[src/rtl/gdwl_pkg.sv]
package gdwl_pkg;

  typedef struct packed {
    logic               action;
    logic [15:0]        cell_index;
    logic signed [15:0] cell_value;
    logic signed [31:0] x_pos;
    logic signed [31:0] y_pos;
  } gdwl_in_t;

  typedef struct packed {
    logic signed [23:0] mean_value;
    logic               good;
  } gdwl_out_t;

  typedef struct packed {
    logic signed [31:0] x_lower_left;
    logic signed [31:0] y_lower_left;
    logic [23:0]        cell_size;
    logic [8:0]         num_cols;
    logic [8:0]         num_rows;
    logic signed [15:0] null_value;
  } gdwl_cfg_t;

  localparam logic [2:0] REG_X_LL      = 3'd0;
  localparam logic [2:0] REG_Y_LL      = 3'd1;
  localparam logic [2:0] REG_CELL_SIZE = 3'd2;
  localparam logic [2:0] REG_NUM_COLS  = 3'd3;
  localparam logic [2:0] REG_NUM_ROWS  = 3'd4;
  localparam logic [2:0] REG_NULL      = 3'd5;

  localparam logic signed [31:0] RST_X_LL      = 32'sd0;
  localparam logic signed [31:0] RST_Y_LL      = 32'sd0;
  localparam logic [23:0]        RST_CELL_SIZE = 24'd256;
  localparam logic [8:0]         RST_NUM_COLS  = 9'd256;
  localparam logic [8:0]         RST_NUM_ROWS  = 9'd256;
  localparam logic signed [15:0] RST_NULL      = -16'sd9999;

  localparam logic [4:0] COORD_LAST_STEP = 5'd8;
  localparam logic [4:0] ROOT_LAST_STEP  = 5'd31;
  localparam logic [4:0] MEAN_LAST_STEP  = 5'd23;

  typedef enum logic [3:0] {
    OP_IDLE, OP_PREP, OP_CHECK, OP_DIVX, OP_DIVY, OP_GEOM, OP_SQ, OP_ADDR,
    OP_READ, OP_VAL, OP_ROOT, OP_MAC, OP_FINIT, OP_FDIV, OP_DONE
  } gdwl_op_t;

  typedef struct packed {
    logic       wr;
    logic       load;
    gdwl_op_t   op;
    logic [1:0] nb;
    logic       last;
  } gdwl_cmd_t;

  typedef struct packed {
    logic outside;
    logic qualify;
    logic wzero;
  } gdwl_status_t;

endpackage

[src/rtl/gdwl_ctrl.sv]
module gdwl_ctrl (
  input  logic                  clk,
  input  logic                  rst,
  input  logic                  start,
  input  logic                  action,
  output logic                  busy,
  output logic                  result_valid,
  output gdwl_pkg::gdwl_cmd_t    cmd,
  input  gdwl_pkg::gdwl_status_t status
);

  typedef enum logic [14:0] {
    S_IDLE  = 15'b000000000000001,
    S_PREP  = 15'b000000000000010,
    S_CHECK = 15'b000000000000100,
    S_DIVX  = 15'b000000000001000,
    S_DIVY  = 15'b000000000010000,
    S_GEOM  = 15'b000000000100000,
    S_SQ    = 15'b000000001000000,
    S_ADDR  = 15'b000000010000000,
    S_READ  = 15'b000000100000000,
    S_VAL   = 15'b000001000000000,
    S_ROOT  = 15'b000010000000000,
    S_MAC   = 15'b000100000000000,
    S_FINIT = 15'b001000000000000,
    S_FDIV  = 15'b010000000000000,
    S_DONE  = 15'b100000000000000
  } state_t;

  state_t     state, state_next;
  logic [4:0] step, step_next;
  logic [1:0] nb, nb_next;
  logic       last;

  assign last         = (step == 5'd0);
  assign busy         = (state != S_IDLE);
  assign result_valid = (state == S_DONE);

  always_comb begin
    state_next = state;
    step_next  = step;
    nb_next    = nb;
    cmd.wr     = 1'b0;
    cmd.load   = 1'b0;
    cmd.op     = gdwl_pkg::OP_IDLE;
    cmd.nb     = nb;
    cmd.last   = last;
    case (state)
      S_IDLE: begin
        if (start) begin
          if (action) begin
            cmd.load   = 1'b1;
            state_next = S_PREP;
          end else begin
            cmd.wr = 1'b1;
          end
        end
      end
      S_PREP: begin
        cmd.op     = gdwl_pkg::OP_PREP;
        state_next = S_CHECK;
      end
      S_CHECK: begin
        cmd.op    = gdwl_pkg::OP_CHECK;
        step_next = gdwl_pkg::COORD_LAST_STEP;
        state_next = status.outside ? S_DONE : S_DIVX;
      end
      S_DIVX: begin
        cmd.op = gdwl_pkg::OP_DIVX;
        if (last) begin
          step_next  = gdwl_pkg::COORD_LAST_STEP;
          state_next = S_DIVY;
        end else begin
          step_next = step - 5'd1;
        end
      end
      S_DIVY: begin
        cmd.op = gdwl_pkg::OP_DIVY;
        if (last) begin
          state_next = S_GEOM;
        end else begin
          step_next = step - 5'd1;
        end
      end
      S_GEOM: begin
        cmd.op     = gdwl_pkg::OP_GEOM;
        step_next  = 5'd0;
        state_next = S_SQ;
      end
      S_SQ: begin
        cmd.op    = gdwl_pkg::OP_SQ;
        cmd.nb    = step[1:0];
        step_next = step + 5'd1;
        if (step[1:0] == 2'd3) begin
          nb_next    = 2'd0;
          state_next = S_ADDR;
        end
      end
      S_ADDR: begin
        cmd.op     = gdwl_pkg::OP_ADDR;
        state_next = S_READ;
      end
      S_READ: begin
        cmd.op     = gdwl_pkg::OP_READ;
        state_next = S_VAL;
      end
      S_VAL: begin
        cmd.op = gdwl_pkg::OP_VAL;
        if (status.qualify) begin
          step_next  = gdwl_pkg::ROOT_LAST_STEP;
          state_next = S_ROOT;
        end else if (nb == 2'd3) begin
          state_next = S_FINIT;
        end else begin
          nb_next    = nb + 2'd1;
          state_next = S_ADDR;
        end
      end
      S_ROOT: begin
        cmd.op = gdwl_pkg::OP_ROOT;
        if (last) begin
          state_next = S_MAC;
        end else begin
          step_next = step - 5'd1;
        end
      end
      S_MAC: begin
        cmd.op = gdwl_pkg::OP_MAC;
        if (nb == 2'd3) begin
          state_next = S_FINIT;
        end else begin
          nb_next    = nb + 2'd1;
          state_next = S_ADDR;
        end
      end
      S_FINIT: begin
        cmd.op     = gdwl_pkg::OP_FINIT;
        step_next  = gdwl_pkg::MEAN_LAST_STEP;
        state_next = status.wzero ? S_DONE : S_FDIV;
      end
      S_FDIV: begin
        cmd.op = gdwl_pkg::OP_FDIV;
        if (last) begin
          state_next = S_DONE;
        end else begin
          step_next = step - 5'd1;
        end
      end
      S_DONE: begin
        cmd.op     = gdwl_pkg::OP_DONE;
        state_next = S_IDLE;
      end
      default: begin
        state_next = S_IDLE;
      end
    endcase
  end

  always_ff @(posedge clk) begin
    if (rst) begin
      state <= S_IDLE;
      step  <= 5'd0;
      nb    <= 2'd0;
    end else begin
      state <= state_next;
      step  <= step_next;
      nb    <= nb_next;
    end
  end

  a_done_one_cycle: assert property (@(posedge clk) disable iff (rst)
    state == S_DONE |=> state == S_IDLE) else $error("result strobe held");

  a_write_no_busy: assert property (@(posedge clk) disable iff (rst)
    (state == S_IDLE && start && !action) |=> !busy) else $error("write left block busy");

  a_root_to_mac: assert property (@(posedge clk) disable iff (rst)
    (state == S_ROOT && last) |=> state == S_MAC) else $error("root did not finish");

endmodule

[config.mk]
export PLATFORM = sky130hd
export DESIGN_NAME = gdwl_ctrl
export DESIGN_NICKNAME = d
export VERILOG_FILES = /design/src/rtl/gdwl_pkg.sv /design/src/rtl/gdwl_ctrl.sv
export SDC_FILE = /design/constraint.sdc
export NUM_CORES = 1
export LEC_CHECK = 0
export ABC_CLOCK_PERIOD_IN_PS = 5300
export BUFFER_PORTS_ARGS = -buffer_cell sky130_fd_sc_hd__buf_2
export CORE_ASPECT_RATIO = 1.75
export CORE_MARGIN = 8
export CORE_UTILIZATION = 45
export CTS_BUF_LIST = sky130_fd_sc_hd__clkbuf_16
export DETAILED_ROUTE_END_ITERATION = 10
export PLACE_DENSITY = 0.61
export SLEW_MARGIN = 20
export SYNTH_ARGS = -nofsm -noshare
export SYNTH_HDL_FRONTEND = slang
export SYNTH_SLANG_ARGS = --single-unit
[constraint.sdc]
create_clock -name clk -period 5.3 [get_ports clk]
set_input_delay 0.265 -clock clk [delete_from_list [all_inputs] [get_ports clk]]
set_output_delay 0.265 -clock clk [all_outputs]
set_load 0.01 [all_outputs]
Word level (Yosys, flattened, before mapping):

Cells that the tools add are included.

* $add $sub $neg: 3
* equality and inequality tests: 28
* muxes and demuxes: 26
* reductions and logical operators: 7

Operators by type and width (number)
* $pmux 15 s14: 1
* $mux 15: 9
* $pmux 4 s14: 1
* $pmux 5 s7: 1
* $mux 13: 2
* $ne 2x2->1 const B: 10
* $eq 15x1->1 const B: 1
* $eq 15x10->1 const B: 1
* $eq 15x11->1 const B: 1
* $eq 15x12->1 const B: 1
* $eq 15x13->1 const B: 1
* $eq 15x14->1 const B: 1
* $eq 15x15->1 const B: 1
* $eq 15x2->1 const B: 1
* $eq 15x3->1 const B: 1
* $eq 15x4->1 const B: 1
* $eq 15x5->1 const B: 1
* $eq 15x6->1 const B: 1
* $eq 15x7->1 const B: 1
* $eq 15x8->1 const B: 1
* $eq 15x9->1 const B: 1
* $mux 5: 3
* $ne 15x1->1 const B: 1
* $mux 2: 6
* 12 further kinds: 15

* register bits: 22
* input port bits: 7
* output and inout bits: 11
* logic and storage cells: 67

Longest topological paths before layout:

Gate-level depths: netlist of run 1.

* depth in word-level cells: 4
* gate-level depth with buffers: 8
* mapped depth without buffers: 8

Worst setup path after synthesis of run 1:

No wires, ideal clock.

* kind: register -> output
* start point: register state[4]
* end point: output cmd[4] (netlist bit)
* data arrival time: 2308 ps
* required time: 5035 ps
* slack: 2727 ps
* cell stages (with the launch flop): 9
* path buffers: 2
* cell sequence: dfxtp_1 -> clkbuf_1 -> or4_1 -> clkbuf_1 -> nor2_1 -> nand2_1 -> nor4b_1 -> nor4_1 -> o211ai_1

RTL lines
* from (decl): RTL line gdwl_ctrl.sv:30 `state_t state, state_next;`
* from (signal assigned): RTL line gdwl_ctrl.sv:165 `state <= state_next;`
* to (decl): RTL line gdwl_ctrl.sv:8 `output gdwl_pkg::gdwl_cmd_t cmd,`

==> results of run 1 <==
[kinds of logic (layout without fill, tap and decap cells)]
logic type                 Yosys count  in the layout
xor gates and xnor gates            13             13
DFF                                 22             22
and+or+nand+nor                    120            120
AOI/OAI and AO/OA                   46             46
muxes                                5              5
adders and majority gates            4              4
buffers and inverters               26             28
[cell type report]
type / count / share of cell area
well taps: 48 / 0.0313
multi-input cells: 188 / 0.640
clock buffers: 3 / 0.0391
repair buffers: 17 / 0.0443
flip-flops and latches: 22 / 0.229
inverters: 8 / 0.0156
[registers in the layout, summed over array words and instances, names as in the netlist]
register and count:
state 15, step 5, nb 2
[report_power, final]
| group | switching, mW | leakage [nW] | total [mW] | internal [mW] |
|---|---|---|---|---|
| Sequential | 0.0118 | 0.178 | 0.185 | 0.173 |
| Clock | 0.0592 | 0.0370 | 0.159 | 0.0997 |
| Combinational | 0.0993 | 0.538 | 0.150 | 0.0504 |
| Total | 0.170 | 0.753 | 0.493 | 0.323 |
[worst paths after layout]
kind	startpoint	to	cells after the start
worst max-delay path	state[6]$_SDFFE_PP0P_	cmd[2]	4
worst min-delay path	status[2]	state[14]$_SDFFE_PP0P_	3
worst max register to register	state[4]$_SDFFE_PP0P_	step[3]$_SDFFE_PP0P_	6
worst min register to register	nb[0]$_SDFFE_PP0P_	nb[0]$_SDFFE_PP0P_	1
[layer usage]
metal	up-vias	track usage	wire length, um
li1	884	-	-
met1	831	0.155	1900
met2	66	0.320	2860
met3	17	0.0236	307
met4	0	0.0864	205
met5	-	0	0
[worst max-delay path, cell delays in order, from the launching register on]
cell	delay, ns
dfxtp_1	0.47
or4b_2	0.70
nor4_2	0.65
mux2_2	0.41
buf_2	0.14
[synthesized netlist by cell type, drive strengths merged, types with 5 or more instances]
cell / instances
nand2: 21
o21ai: 7
xnor2: 6
nor4b: 5
nor3: 7
and3: 6
clkbuf: 14
nor4: 10
nand4: 5
dfxtp: 22
a21oi: 10
inv: 8
nor2: 30
or4: 6
xor2: 7
o211ai: 6
nand3: 6
[per-stage QoR]
| stage | hold slack [ns] | utilization |
|---|---|---|
| after global routing | 0.303 | 0.502 |
| after floorplan | 0.401 | - |
| after CTS | 0.280 | 0.502 |
| final | 0.286 | 0.502 |
| after global placement | 0.483 | 0.482 |
| after detailed placement | 0.482 | 0.482 |
==> impl_metrics.json, run 1 <==
{
  "slew_headroom": 0.444,
  "worstPathMaxFanout": 9,
  "crit_path_end_kind": "primary output",
  "track_usage": 0.163,
  "cts_htree_levels": 1,
  "yosysWarnings": 0,
  "synth_xor_area_frac": 0.0637,
  "status": "finished clean",
  "irDropWorstVdd_v": 0.000135,
  "hold_buffers": 0,
  "nets": 251,
  "overflow": 0,
  "post_dp_cell_area_sq_um": 1850,
  "num_vias": 1798,
  "placedCellCount": 283,
  "rrSetupSlack_ns": 2.59,
  "cts_resized": 0,
  "gp_congestion": 0.936,
  "grt_start_max_net_pins": 18,
  "chipHeight_um": 99.4,
  "synth_top_family_by_area": "simple AND/OR/NAND/NOR gates",
  "die_w_um": 63.6,
  "fillCellCount": 427,
  "layout.cells.most_common": "nor2_1",
  "initial_core_util": 0.467,
  "area_delta_synth_final_pct": 7.49,
  "stdcell_area_sq_um": 1920,
  "cts_buffer_depth": 2,
  "tritoncts": "built",
  "place_ws_ns": 2.63,
  "cts_sinks": 22,
  "clk_pin_slew_worst_paths_ns": 0.06,
  "hold_path_class": "primary input to flop",
  "drv_cap": 0,
  "fmax_mhz": 346,
  "ys.flop_type": "dfxtp_1",
  "cts_setup_buffers": 0,
  "syn_nets": 247,
  "drive_gt1_frac": 0.139,
  "synthAdderAreaFrac": 0.0280,
  "avgSynthCellArea_sq_um": 7.57,
  "async_flop_share": 0,
  "worstPathRequired_ns": 5.04,
  "cp.arrival_ns": 2.63,
  "dpl.hpwl_mm": 4.16,
  "final_cell_mix": "30 x nor2_1, 22 x dfxtp_1, 21 x nand2_1",
  "cp-start-kind": "flop",
  "firstDrtPassIters": 5,
  "rsz0062_at_grt": "false",
  "cts_root_buffer": "clkbuf_16",
  "insertion_delay_ns": 0.26,
  "finalCritPeriodShare": 0.545,
  "power_mw": 0.493,
  "ff_latch_area_sq_um": 440,
  "antenna_found_initial": 0,
  "hold_viol": 0,
  "dieArea_sq_um": 6320,
  "ant_nets": 0,
  "rows": 30,
  "p_leak_nw": 0.753,
  "setup_viol": 0,
  "grt_pass1_vias": 1773,
  "synth_cells": 236,
  "drc": 0,
  "syn_area_sq_um": 1790,
  "p_per_area_nw_per_um2": 257,
  "synth_compound_area_frac": 0.183,
  "viasPerCell": 6.29,
  "cts_made_buffers": 3,
  "multi_input_area_sq_um": 1230,
  "drv_slew": 0,
  "finClkSkew_ns": 0.00470,
  "ys_top_cells_by_area": "dfxtp_1 25%, nor2_1 6.3%, nand2_1 4.4%",
  "wl_per_cell_um": 18.4,
  "ys_ff_latch": 22,
  "pin_count": 18,
  "drtIter0Drc": 109,
  "core_area_sq_um": 3830,
  "seq_area_frac_synth": 0.246,
  "grt_pass1_wl_mm": 8.38,
  "synthSimpleGateAreaFrac": 0.384,
  "io_buffers": 17,
  "routed_wl_mm": 5.28,
  "timing.final.ws_setup_ns": 2.41,
  "synth_largest_area_cell": "dfxtp_1",
  "post-route-min-period_ns": 2.89,
  "synth_cell_types": 53,
  "fin_cells": 286,
  "setup_tns_ns": 0,
  "critPathKind": "flop to primary output",
  "antenna_cells": 0,
  "muxShareOfSynthArea": 0.0301,
  "worstMarginPinSlew_ns": 0.828,
  "synth_edf_count": 0,
  "yosysTopAreaCellShare": 0.246
}
Power figures use the tool's default switching activity.
==> run 2: changes to the inputs <==
- ABC_AREA: not set -> 1
- ABC_CLOCK_PERIOD_IN_PS: 5300 -> 2500
- PLACE_DENSITY: 0.61 -> 0.63
- clock period: 5.3 -> 2.5 ns (I/O delays scaled with it)
==> impl_metrics.json, run 2 <==
{
  "finalCritPeriodShare": 0.819,
  "synth_cell_types": 34,
  "cts_resized": 0,
  "wl_per_cell_um": 14.1,
  "ys.flop_type": "dfxtp_1",
  "seq_area_frac_synth": 0.231,
  "cts_htree_levels": 1,
  "routed_wl_mm": 4.98,
  "grt_pass1_wl_mm": 8.29,
  "worstMarginPinSlew_ns": 0.415,
  "drive_gt1_frac": 0.224,
  "rows": 31,
  "hold_path_class": "primary input to flop",
  "grt_start_max_net_pins": 19,
  "drc": 0,
  "post-route-min-period_ns": 2.05,
  "synth_cells": 289,
  "fin_cells": 353,
  "firstDrtPassIters": 4,
  "ys_ff_latch": 22,
  "viasPerCell": 5.20,
  "setup_tns_ns": 0,
  "dieArea_sq_um": 6660,
  "gp_congestion": 0.906,
  "worstPathBufferInverterCount": 2,
  "antenna_found_initial": 0,
  "post-synth-top-count-cell": "nand2_1",
  "slowest_delay_ns": 0.34,
  "finClkSkew_ns": 0.00421,
  "top_regs": "state (15), step (5), nb (2)",
  "slew_headroom": 0.721,
  "ff_latch_area_sq_um": 440,
  "fillCellCount": 450,
  "cts_made_buffers": 3,
  "yosys-top-cells-count": "57 x nand2_1, 47 x inv_1, 36 x nor2_1",
  "die_w_um": 65.2,
  "num_vias": 1834,
  "top_register": "state",
  "setup_viol": 0,
  "p_per_area_nw_per_um2": 602,
  "async_flop_share": 0,
  "hold_buffers": 0,
  "initial_core_util": 0.464,
  "largest_register_ff_count": 15,
  "synth_edf_count": 0,
  "hold_viol": 0,
  "cts_sinks": 22,
  "status": "finished clean",
  "avgSynthCellArea_sq_um": 6.60,
  "path_depth": 8,
  "antenna_cells": 0,
  "grt_pass1_vias": 1775,
  "fmax_mhz": 488,
  "core_area_sq_um": 4110,
  "cp.arrival_ns": 1.92,
  "overflow": 0,
  "track_usage": 0.157,
  "irDropWorstVdd_v": 0.000345,
  "crit_path_end_kind": "primary output",
  "power_mw": 1.27,
  "cp-start-kind": "flop",
  "cts_setup_buffers": 0,
  "io_buffers": 17,
  "dpl.hpwl_mm": 4.05,
  "layout.cells.most_common": "nand2_1",
  "cts_buffer_depth": 2,
  "pin_count": 18,
  "nets": 316,
  "insertion_delay_ns": 0.26,
  "synth_xor_area_frac": 0.0275,
  "drv_cap": 0,
  "syn_nets": 300,
  "r2r.worst_path.cells": 9,
  "ys_top_cells_by_area": "dfxtp_1 23%, nand2_1 11%, inv_1 9.2%",
  "synth_largest_area_cell": "dfxtp_1",
  "tritoncts": "built",
  "ant_nets": 0,
  "synthAdderAreaFrac": 0.0262,
  "cts_root_buffer": "clkbuf_16",
  "drv_slew": 0,
  "placedCellCount": 349,
  "chipHeight_um": 102,
  "path_cells": "nor2_2 > nand2_4 > nor2_8 > nand3_2 > inv_1 > nor4_1 > nand3_1 > buf_2",
  "area_delta_synth_final_pct": 10.6,
  "cpMaxStageDelayCell": "dfxtp_1",
  "final_cell_mix": "57 x nand2_1, 47 x inv_1, 36 x nor2_1",
  "worstPathRequired_ns": 2.38,
  "synth_top_family_by_area": "simple AND/OR/NAND/NOR gates",
  "holdPathStages": 4,
  "clk_pin_slew_worst_paths_ns": 0.06,
  "critPathKind": "flop to primary output",
  "synth_compound_area_frac": 0.0741,
  "worstPathMaxFanout": 14,
  "rsz0062_at_grt": "false",
  "cp_top_family": "simple AND/OR/NAND/NOR gates",
  "synthSimpleGateAreaFrac": 0.511,
  "yosysWarnings": 0,
  "drtIter0Drc": 63,
  "syn_area_sq_um": 1910,
  "multi_input_area_sq_um": 1220,
  "p_leak_nw": 1.09,
  "muxShareOfSynthArea": 0,
  "yosysTopAreaCellShare": 0.231
}
-- run 2: final timing paths --
check        slack [ns]                    end                    from
max                0.45                 cmd[4]  state[12]$_SDFFE_PP0P_
min                0.13  state[3]$_SDFFE_PP0P_               status[2]
max reg2reg        0.67   step[1]$_SDFFE_PP0P_  state[12]$_SDFFE_PP0P_
min reg2reg        0.50     nb[1]$_SDFFE_PP0P_      nb[1]$_SDFFE_PP0P_
-- run 2: cell type report --
type / instances / share of cell area
clock buffers: 3 / 0.0356
clock inverters: 1 / 0.0142
inverters: 52 / 0.0937
multi-input cells: 209 / 0.578
flip-flops and latches: 22 / 0.209
well taps: 49 / 0.0291
repair buffers: 17 / 0.0403
-- run 2: per-stage QoR --
| stage | hold WS (ns) | setup slack [ns] | util | instance area [sq um] |
|---|---|---|---|---|
| 6_report | 0.127 | 0.451 | 0.513 | 2110 |
| 5_1_grt | 0.140 | 0.327 | 0.513 | 2110 |
| 4_1_cts | 0.132 | 0.483 | 0.513 | 2110 |
| 3_5_place_dp | 0.401 | 0.697 | 0.488 | 2000 |
| 3_3_place_gp | 0.403 | 0.714 | 0.488 | 2000 |
| 2_1_floorplan | 0.291 | 0.977 | - | 1910 |
-- run 2: power breakdown --
part | internal [mW] | switching (mW)
clock network | 0.318 | 0.140
logic | 0.132 | 0.295
registers | 0.367 | 0.0188
total | 0.817 | 0.453
-- run 2: worst register-to-register path, cell delays in order, from the launching register on --
cell and delay [ns]:
dfxtp_1 0.34, nor2_2 0.19, nand2_4 0.11, nor2_8 0.29
nand3_2 0.25, inv_1 0.21, a21oi_1 0.09, nand2_1 0.10
nand2_1 0.05, a21oi_1 0.15
-- run 2: cells by family after synthesis --
group,count (synthesis)
simple gates,173
fa+ha+maj,4
compound gates,26
buf+inv,58
xor+xnor,6
flops,22
-- run 2: metal layers --
| metal | vias to the layer above | routed length (um) | global-route usage | share of wire |
|---|---|---|---|---|
| met5 | - | 0 | 0 | 0 |
| met4 | 0 | 150 | 0.0591 | 0.030 |
| met3 | 13 | 161 | 0.0318 | 0.032 |
| met2 | 33 | 2720 | 0.298 | 0.55 |
| met1 | 836 | 1950 | 0.160 | 0.39 |
| li1 | 952 | - | - | - |
